==> src/sv/smbc_pkg.sv <==
`timescale 1ns / 1ps

package smbc_pkg;

  // Request function codes
  localparam logic [1:0] FN_TICK = 2'd0;
  localparam logic [1:0] FN_READ = 2'd1;
  localparam logic [1:0] FN_WRITE = 2'd2;
  localparam logic [1:0] FN_ACK = 2'd3;

  // Register offsets
  localparam logic [1:0] REG_CTRL = 2'd0;
  localparam logic [1:0] REG_STAT = 2'd1;
  localparam logic [1:0] REG_DATA = 2'd2;

  // Control register bit positions
  localparam int C_IE = 7;
  localparam int C_EN = 6;
  localparam int C_LSB = 5;
  localparam int C_MST = 4;
  localparam int C_POL = 3;
  localparam int C_PHA = 2;

  // Internal status bit positions
  localparam int S_DONE = 0;
  localparam int S_COL = 1;
  localparam int S_X2 = 2;

  // Pin level bit positions
  localparam int P_SCK = 0;
  localparam int P_MOSI = 1;
  localparam int P_SEL = 2;
  localparam logic [2:0] PINS_RESET = 3'b110;

  // Transfer phase codes
  localparam logic [2:0] PH_IDLE = 3'd0;
  localparam logic [2:0] PH_START = 3'd1;
  localparam logic [2:0] PH_LEAD = 3'd2;
  localparam logic [2:0] PH_TRAIL = 3'd3;
  localparam logic [2:0] PH_REL = 3'd4;

  localparam logic [3:0] BITS_FULL = 4'd8;
  localparam logic [3:0] BITS_MAX = 4'd15;

  // Half serial period in system ticks, by rate select
  localparam logic [6:0] HALF_TICKS [4] = '{7'd2, 7'd8, 7'd32, 7'd64};

  typedef struct packed {
    logic [7:0] read_data;
    logic       irq;
    logic       sck_level;
    logic       mosi_level;
    logic       select_n;
    logic       lines_driven;
    logic       busy_res;
  } result_t;

  // Prescaler reload: half period, halved at double speed, minus one
  function automatic logic [5:0] reload_value(input logic [1:0] rate, input logic x2);
    logic [6:0] h;
    h = HALF_TICKS[rate] >> x2;
    return 6'(h - 7'd1);
  endfunction

endpackage

==> src/sv/spi_master_byte_controller.sv <==
`timescale 1ns / 1ps
// A result word is registered in the result register, or in the skid register while
// the result side stalls. Throughput: one request word per cycle while req_stall is
// low; the register file and transfer sequencer update in a single pass between the
// request edge and the result register. A two-entry output (result register plus
// skid register) takes one more request while results stall. Reset clears the state
// registers and valid flags, idles the sequencer and returns the pins to sck low, mosi high, select high.

module spi_master_byte_controller (
  input  logic       clk,
  input  logic       rst,
  input  logic       req_valid,
  output logic       req_stall,
  input  logic [1:0] func,
  input  logic [1:0] reg_sel,
  input  logic [7:0] write_data,
  input  logic       miso_level,
  output logic       rsp_valid,
  input  logic       rsp_stall,
  output logic [7:0] read_data,
  output logic       irq,
  output logic       sck_level,
  output logic       mosi_level,
  output logic       select_n,
  output logic       lines_driven,
  output logic       busy_res
);

  logic [7:0] control_reg, control_reg_next;
  logic [2:0] status_bits, status_bits_next;
  logic [1:0] pending_clear, pending_clear_next;
  logic [7:0] data_reg, data_reg_next;
  logic [7:0] shift_reg, shift_reg_next;
  logic [2:0] phase, phase_next;
  logic [3:0] bits_out, bits_out_next;
  logic [3:0] bits_in, bits_in_next;
  logic [5:0] prescale_count, prescale_count_next;
  logic [2:0] pin_levels, pin_levels_next;

  smbc_pkg::result_t result_next;
  smbc_pkg::result_t out_word, skid_word;
  logic out_valid, skid_valid;

  logic       accept;
  logic       pol, pha;
  logic [2:0] idx;
  logic       drv_next;
  logic [7:0] rd;
  logic [7:0] diff;

  assign accept = req_valid && !req_stall;
  assign req_stall = skid_valid;

  // Work out the next register state and the result word
  always_comb begin
    control_reg_next = control_reg;
    status_bits_next = status_bits;
    pending_clear_next = pending_clear;
    data_reg_next = data_reg;
    shift_reg_next = shift_reg;
    phase_next = phase;
    bits_out_next = bits_out;
    bits_in_next = bits_in;
    prescale_count_next = prescale_count;
    pin_levels_next = pin_levels;
    rd = 8'd0;
    diff = control_reg ^ write_data;
    pol = control_reg[smbc_pkg::C_POL];
    pha = control_reg[smbc_pkg::C_PHA];
    // bit position for the current sample or shift
    idx = control_reg[smbc_pkg::C_LSB] ? bits_in[2:0] : ~bits_in[2:0];

    case (func)
      smbc_pkg::FN_TICK: begin
        if (phase != smbc_pkg::PH_IDLE) begin
          if (prescale_count == 6'd0) begin
            case (phase)
              smbc_pkg::PH_REL: begin
                pin_levels_next[smbc_pkg::P_SEL] = 1'b1;
                phase_next = smbc_pkg::PH_IDLE;
                pending_clear_next[smbc_pkg::S_DONE] = 1'b0;
                status_bits_next[smbc_pkg::S_DONE] = 1'b1;
              end
              smbc_pkg::PH_START, smbc_pkg::PH_TRAIL: begin
                if (pha && bits_out == smbc_pkg::BITS_FULL) begin
                  pin_levels_next[smbc_pkg::P_MOSI] = 1'b1;
                  pin_levels_next[smbc_pkg::P_SEL] = 1'b1;
                  phase_next = smbc_pkg::PH_IDLE;
                  pending_clear_next[smbc_pkg::S_DONE] = 1'b0;
                  status_bits_next[smbc_pkg::S_DONE] = 1'b1;
                end else begin
                  phase_next = smbc_pkg::PH_LEAD;
                  if (!pha) begin
                    shift_reg_next[idx] = miso_level;
                    if (bits_in != smbc_pkg::BITS_MAX) bits_in_next = bits_in + 4'd1;
                    if (bits_in_next == smbc_pkg::BITS_FULL) data_reg_next = shift_reg_next;
                  end else begin
                    pin_levels_next[smbc_pkg::P_MOSI] = shift_reg[idx];
                    if (bits_out != smbc_pkg::BITS_MAX) bits_out_next = bits_out + 4'd1;
                  end
                  pin_levels_next[smbc_pkg::P_SCK] = !pol;
                end
              end
              smbc_pkg::PH_LEAD: begin
                if (!pha && bits_out == smbc_pkg::BITS_FULL) begin
                  pin_levels_next[smbc_pkg::P_MOSI] = 1'b1;
                  phase_next = smbc_pkg::PH_REL;
                  pin_levels_next[smbc_pkg::P_SCK] = pol;
                end else begin
                  phase_next = smbc_pkg::PH_TRAIL;
                  if (!pha) begin
                    pin_levels_next[smbc_pkg::P_MOSI] = shift_reg[idx];
                    if (bits_out != smbc_pkg::BITS_MAX) bits_out_next = bits_out + 4'd1;
                  end else begin
                    shift_reg_next[idx] = miso_level;
                    if (bits_in != smbc_pkg::BITS_MAX) bits_in_next = bits_in + 4'd1;
                    if (bits_in_next == smbc_pkg::BITS_FULL) begin
                      data_reg_next = shift_reg_next;
                      pending_clear_next[smbc_pkg::S_DONE] = 1'b0;
                      status_bits_next[smbc_pkg::S_DONE] = 1'b1;
                    end
                  end
                  pin_levels_next[smbc_pkg::P_SCK] = pol;
                end
              end
              default: begin
                phase_next = smbc_pkg::PH_IDLE;
              end
            endcase
            // reload unless the step ended the transfer
            if (phase_next != smbc_pkg::PH_IDLE) begin
              prescale_count_next = smbc_pkg::reload_value(control_reg[1:0],
                                                           status_bits[smbc_pkg::S_X2]);
            end
          end else begin
            prescale_count_next = prescale_count - 6'd1;
          end
        end
      end
      smbc_pkg::FN_READ: begin
        case (reg_sel)
          smbc_pkg::REG_CTRL: rd = control_reg;
          smbc_pkg::REG_STAT: begin
            pending_clear_next = status_bits[1:0];
            rd = {status_bits[smbc_pkg::S_DONE], status_bits[smbc_pkg::S_COL], 5'd0,
                  status_bits[smbc_pkg::S_X2]};
          end
          smbc_pkg::REG_DATA: begin
            status_bits_next[1:0] = status_bits[1:0] & ~pending_clear;
            pending_clear_next = 2'd0;
            rd = data_reg;
          end
          default: rd = 8'd0;
        endcase
      end
      smbc_pkg::FN_WRITE: begin
        case (reg_sel)
          smbc_pkg::REG_CTRL: begin
            control_reg_next = write_data;
            // drop any transfer when the pins stop being driven
            if ((diff[smbc_pkg::C_MST] || diff[smbc_pkg::C_EN]) &&
                !(write_data[smbc_pkg::C_MST] && write_data[smbc_pkg::C_EN])) begin
              phase_next = smbc_pkg::PH_IDLE;
              prescale_count_next = 6'd0;
              pin_levels_next = smbc_pkg::PINS_RESET;
            end
          end
          smbc_pkg::REG_STAT: begin
            status_bits_next[smbc_pkg::S_X2] = write_data[0];
          end
          smbc_pkg::REG_DATA: begin
            data_reg_next = write_data;
            if (control_reg[smbc_pkg::C_MST] && control_reg[smbc_pkg::C_EN]) begin
              if (phase != smbc_pkg::PH_IDLE) begin
                status_bits_next[smbc_pkg::S_COL] = 1'b1;
                pending_clear_next[smbc_pkg::S_COL] = 1'b0;
              end
              // start a fresh transfer from the written byte
              bits_out_next = 4'd0;
              bits_in_next = 4'd0;
              shift_reg_next = write_data;
              if (!pha) begin
                pin_levels_next[smbc_pkg::P_MOSI] =
                  control_reg[smbc_pkg::C_LSB] ? write_data[0] : write_data[7];
                bits_out_next = 4'd1;
              end
              phase_next = smbc_pkg::PH_START;
              pin_levels_next[smbc_pkg::P_SEL] = 1'b0;
              prescale_count_next = smbc_pkg::reload_value(control_reg[1:0],
                                                           status_bits[smbc_pkg::S_X2]);
            end
            status_bits_next[1:0] = status_bits_next[1:0] & ~pending_clear_next;
            pending_clear_next = 2'd0;
          end
          default: ;
        endcase
      end
      default: begin
        status_bits_next[smbc_pkg::S_DONE] = 1'b0;
      end
    endcase

    // Build the result word from the updated state
    drv_next = control_reg_next[smbc_pkg::C_EN] && control_reg_next[smbc_pkg::C_MST];
    result_next.read_data = rd;
    result_next.irq = status_bits_next[smbc_pkg::S_DONE] && control_reg_next[smbc_pkg::C_IE];
    result_next.lines_driven = drv_next;
    result_next.busy_res = phase_next != smbc_pkg::PH_IDLE;
    if (!drv_next) begin
      result_next.sck_level = 1'b0;
      result_next.mosi_level = 1'b1;
      result_next.select_n = 1'b1;
    end else begin
      result_next.sck_level = (phase_next != smbc_pkg::PH_IDLE) ?
                              pin_levels_next[smbc_pkg::P_SCK] :
                              control_reg_next[smbc_pkg::C_POL];
      result_next.mosi_level = pin_levels_next[smbc_pkg::P_MOSI];
      result_next.select_n = pin_levels_next[smbc_pkg::P_SEL];
    end
  end

  // Hold register state, advance on each accepted request
  always_ff @(posedge clk) begin
    if (rst) begin
      control_reg <= 8'd0;
      status_bits <= 3'd0;
      pending_clear <= 2'd0;
      data_reg <= 8'd0;
      shift_reg <= 8'd0;
      phase <= smbc_pkg::PH_IDLE;
      bits_out <= 4'd0;
      bits_in <= 4'd0;
      prescale_count <= 6'd0;
      pin_levels <= smbc_pkg::PINS_RESET;
    end else if (accept) begin
      control_reg <= control_reg_next;
      status_bits <= status_bits_next;
      pending_clear <= pending_clear_next;
      data_reg <= data_reg_next;
      shift_reg <= shift_reg_next;
      phase <= phase_next;
      bits_out <= bits_out_next;
      bits_in <= bits_in_next;
      prescale_count <= prescale_count_next;
      pin_levels <= pin_levels_next;
    end
  end

  // Result register with a skid stage behind it
  always_ff @(posedge clk) begin
    if (rst) begin
      out_valid <= 1'b0;
      skid_valid <= 1'b0;
    end else begin
      if (out_valid && !rsp_stall) begin
        out_valid <= skid_valid || accept;
        skid_valid <= 1'b0;
      end else if (!out_valid) begin
        out_valid <= accept;
      end else if (accept) begin
        skid_valid <= 1'b1;
      end
    end
  end

  always_ff @(posedge clk) begin
    if (out_valid && !rsp_stall) begin
      out_word <= skid_valid ? skid_word : result_next;
    end else if (!out_valid) begin
      out_word <= result_next;
    end
    if (accept && out_valid && rsp_stall) begin
      skid_word <= result_next;
    end
  end

  assign rsp_valid = out_valid;
  assign read_data = out_word.read_data;
  assign irq = out_word.irq;
  assign sck_level = out_word.sck_level;
  assign mosi_level = out_word.mosi_level;
  assign select_n = out_word.select_n;
  assign lines_driven = out_word.lines_driven;
  assign busy_res = out_word.busy_res;

  // A transfer only runs while the pins are driven
  assert property (@(posedge clk) disable iff (rst)
    rsp_valid |-> (!busy_res || lines_driven))
    else $error("transfer reported busy with pins undriven");

  // Undriven pins show their idle levels
  assert property (@(posedge clk) disable iff (rst)
    (rsp_valid && !lines_driven) |-> (!sck_level && mosi_level && select_n))
    else $error("undriven pins not at idle levels");

  // Select stays low for the whole transfer
  assert property (@(posedge clk) disable iff (rst)
    (phase != smbc_pkg::PH_IDLE) |-> !pin_levels[smbc_pkg::P_SEL])
    else $error("select high during a transfer");

  // The prescaler rests at zero between transfers
  assert property (@(posedge clk) disable iff (rst)
    (phase == smbc_pkg::PH_IDLE) |-> (prescale_count == 6'd0))
    else $error("prescaler running while idle");

  // The skid stage only fills behind a waiting result
  assert property (@(posedge clk) disable iff (rst)
    skid_valid |-> out_valid)
    else $error("skid word without result word");

endmodule
==> config.mk <==
export PLATFORM = sky130hd
export DESIGN_NAME = spi_master_byte_controller
export DESIGN_NICKNAME = d
export VERILOG_FILES = /design/src/sv/smbc_pkg.sv /design/src/sv/spi_master_byte_controller.sv
export SDC_FILE = /design/constraint.sdc
export NUM_CORES = 1
export LEC_CHECK = 0
export BUFFER_PORTS_ARGS = -buffer_cell sky130_fd_sc_hd__buf_2
export CAP_MARGIN = 5
export CORE_MARGIN = 2
export CORE_UTILIZATION = 43
export CTS_BUF_LIST = sky130_fd_sc_hd__clkbuf_16
export DETAILED_ROUTE_END_ITERATION = 16
export PLACE_DENSITY_LB_ADDON = 0.12
export SYNTH_ARGS = -nofsm -noshare
export SYNTH_HDL_FRONTEND = slang
export SYNTH_SLANG_ARGS = --single-unit
==> constraint.sdc <==
create_clock -name clk -period 7.7 [get_ports clk]
set_input_delay 0.385 -clock clk [delete_from_list [all_inputs] [get_ports clk]]
set_output_delay 0.385 -clock clk [all_outputs]
set_load 0.05 [all_outputs]
==> run_results.csv <==
group,metric,value,unit
grt,grt_max_degree,53,
route,drt-total-wl,11990,um
synth,avgSynthCellArea,8.667,um^2
synth,synthTopCellsByArea,"dfxtp_1 (22%), edfxtp_1 (18%), mux2i_1 (8.9%), nor2_1 (4.6%), nand2_1 (4.5%)",
synth,synth_fp_nets,571,
worst_setup_path,critical_path_class,"flop to flop",
timing,finalClockSkew,0.007269,ns
timing,fin_crit_sh,40.66,%
grt,antenna_found_initial,0,
synth,synthesis.area,4732,um^2
timing,worst_slew_pin_slew,1.203,ns
flow_run,maxCapViolations,0,
power_and_ir_drop,power_frac_comb,11.9,%
timing,fmax,319.4,MHz
worst_hold_path,hold_depth,3,
synth,netlist_top_cells_count,"nor2_1 (58), nand2_1 (57), dfxtp_1 (51), mux2i_1 (42), a21oi_1 (39)",
cells_and_area,regArea,1862,um^2
timing,setup_ws,4.569,ns
grt,overflow,0,
route,drt_iter0_drc,383,
route,vias,4064,
power_and_ir_drop,p_leak,1.989,nW
floorplanning,initial_core_util,43.84,%
power_and_ir_drop,p_clk_share,42.6,%
power_and_ir_drop,pwr-share-seq,45.5,%
cells_and_area,nNetsFinal,577,
place,pre_cts_ws,4.374,ns
worst_setup_path,endpoint_kind,"flop",
cts,cts_hold_buf,0,
worst_setup_path,cp_max_fo,21,
cts,clkTransAtPathRegs,0.06,ns
worst_setup_path,crit_path_start_kind,"flop",
power_and_ir_drop,ir_worst_vdd,0.00008791,V
cts,htree_num_levels,3,
synth,yosysSeqAreaShare,39.34,%
synth,synth_area_leader_cell,"dfxtp_1",
worst_hold_path,hold_path_class,"input pin to flop",
place,gp_congestion,0.8675,
worst_setup_path,path_cells,"ha_1, or3b_2, a2111oi_0, o21a_1, nor2_1, nor4_1, mux2_2",
cells_and_area,antenna_cells,0,
power_and_ir_drop,switching_share,26.42,%
synth,synth_cell_type_count,68,
cts,ctsRootBufferMaster,"clkbuf_16",
cells_and_area,final_layout_size_suffix_gt1_share,12.21,%
worst_setup_path,slowest_stage,"dfxtp_1",
cells_and_area,area_growth_syn_to_layout,10.23,%
cells_and_area,nFillCells,1038,
route,drc,0,
synth,ys.flop_type,"dfxtp_1",
timing,setup_viol,0,
floorplanning,ioPinCount,33,
synth,synth_warnings,0,
cts,cts_setup_buffers,0,
place,hpwl,8315,um
place,io_buffers,32,
timing,hold_viol_final,0,
worst_setup_path,crit_required,7.91,ns
route,firstDrtPassIters,5,
cells_and_area,largest_reg_flops,14,
floorplanning,rows,38,
worst_setup_path,worstReg2RegStart,"bits_in[0]",
cts,clkLatencyLatePin,0.34,ns
worst_setup_path,r2r_cells,7,
timing,rsz0062_at_grt,"false",
route,via_per_inst,5.831,
cells_and_area,regMostFlops,"skid_word",
route,ant_nets,0,
floorplanning,die-area,11860,um^2
cts,cts_tree,"built",
worst_setup_path,r2r_slack,4.57,ns
grt,grt_pass1_vias,3838,
synth,synthCells,546,
cts,clk_path_buf_depth,2,
timing,finalMaxSlewViolations,0,
worst_setup_path,max_stage_delay,0.53,ns
synth,synth.most_common_cell,"nor2_1",
timing,tns,0,ns
worst_hold_path,hold_path_end,"control_reg[1]",
floorplanning,core_area,10790,um^2
cts,post_cts_resized,0,
power_and_ir_drop,switching_power,0.2614,mW
grt,grt_pass1_wl,19970,um
cts,cts-buffers-inserted,9,
cells_and_area,multi_input_area,2655,um^2
synth,synth.top_cell.area_share,21.58,%
worst_setup_path,r2r_end,"irq",
power_and_ir_drop,power_density,189.6,nW/um^2
grt,grt_use_total,21.80,%
floorplanning,die_width,108.9,um
synth,synth-seq-cells,79,
synth,async_flop_share,0,%
synth,synth_edf_count,28,
worst_setup_path,crit_arrival,3.34,ns
floorplanning,die_y,108.9,um
outcome,outcome,"completed",
cts,cts_sinks,79,
worst_hold_path,min_from,"write_data[1]",
timing,relSlewSlack,19.50,%
timing,fin_crit,3.131,ns
route,wire_per_inst,17.20,um
power_and_ir_drop,intPower,0.7278,mW
==> metal layers <==
metal	routed length (um)	GRT usage, %	share of wire [%]	vias up
met5	0	0	0	-
li1	-	-	-	2005
met3	614	4.244	5.1	29
met4	442	12.18	3.7	0
met1	5694	30.40	48	1900
met2	5233	31.41	44	130
==> cells by family (layout without fill, tap and decap cells) <==
| kind of cell | count (synthesis) | count (layout) | share of synthesized area [%] |
|---|---|---|---|
| XOR/XNOR | 3 | 3 | 0.5554 |
| AND/OR/NAND/NOR | 223 | 223 | 24.51 |
| flip-flops | 79 | 79 | 39.34 |
| buffers and inverters | 55 | 66 | 4.548 |
| adder cells (fa/ha/maj) | 8 | 8 | 2.115 |
| AO/OA/AOI/OAI | 130 | 130 | 18.62 |
| multiplexers | 48 | 48 | 10.31 |
==> critical path: cells and delay by family, from the launching register on <==
kind,cells,cell delay (ns)
and+or+nand+nor,3,1.02
adders and majority gates,1,0.41
DFF,1,0.53
muxes,1,0.26
AOI/OAI and AO/OA,2,0.77
==> per-stage QoR <==
step                cells  utilization (%)  instance area (um^2)  hold slack, ns  total power, mW
floorplan             546                -                  4732          0.4480           0.5471
global placement      681            45.65                  4927          0.4657           0.5750
detailed placement    681            45.65                  4927          0.4714           0.5758
CTS                   697            48.33                  5216          0.3005           0.9996
global route          697            48.33                  5216          0.3153            1.030
finish                697            48.33                  5216          0.3115           0.9892
==> cells in the final DEF (no fill, tap or decap), types with 5 or more instances in the layout <==
master,n
o31ai_1,7
nand2b_1,11
dfxtp_1,51
nor3_1,15
buf_2,32
and2_1,6
edfxtp_1,28
nor4bb_1,5
a31oi_1,7
o21a_1,5
nor2b_1,14
nor2_1,58
clkbuf_16,9
mux2_2,6
a211oi_1,5
a21oi_1,39
o22ai_1,5
nand2_1,57
inv_1,17
mux2i_1,42
o21ai_0,24
ha_1,8
nand3_1,19
or3b_2,5
nand3b_1,6
==> final cells by class <==
| cell class | count | area share (%) |
|---|---|---|
| repair buffers | 34 | 3.358 |
| inverters | 16 | 1.151 |
| clock inverters | 7 | 1.223 |
| flip-flops and latches | 79 | 35.69 |
| clock buffers | 9 | 4.318 |
| well taps | 140 | 3.358 |
| multi-input cells | 412 | 50.90 |
==> worst max-delay path by stage <==
| stage | from | endpoint | slack (ns) |
|---|---|---|---|
| after floorplan | prescale_count[0] | sck_level | 5.15 |
| after global placement | func[0] | select_n | 4.46 |
| after detailed placement | func[0] | select_n | 4.37 |
| after CTS | prescale_count[0] | bits_in[1] | 4.61 |
| after global routing | bits_in[0] | irq | 4.36 |
| final | bits_in[0] | irq | 4.57 |
==> power groups by stage <==
| stage | combinational [mW] | clock [mW] | sequential [mW] |
|---|---|---|---|
| after floorplan | 0.0764 | 0 | 0.471 |
| after global placement | 0.116 | 0 | 0.459 |
| after detailed placement | 0.117 | 0 | 0.459 |
| after CTS | 0.117 | 0.432 | 0.450 |
| after global routing | 0.129 | 0.450 | 0.452 |
| final | 0.118 | 0.421 | 0.450 |
Power figures use the tool's default switching activity.
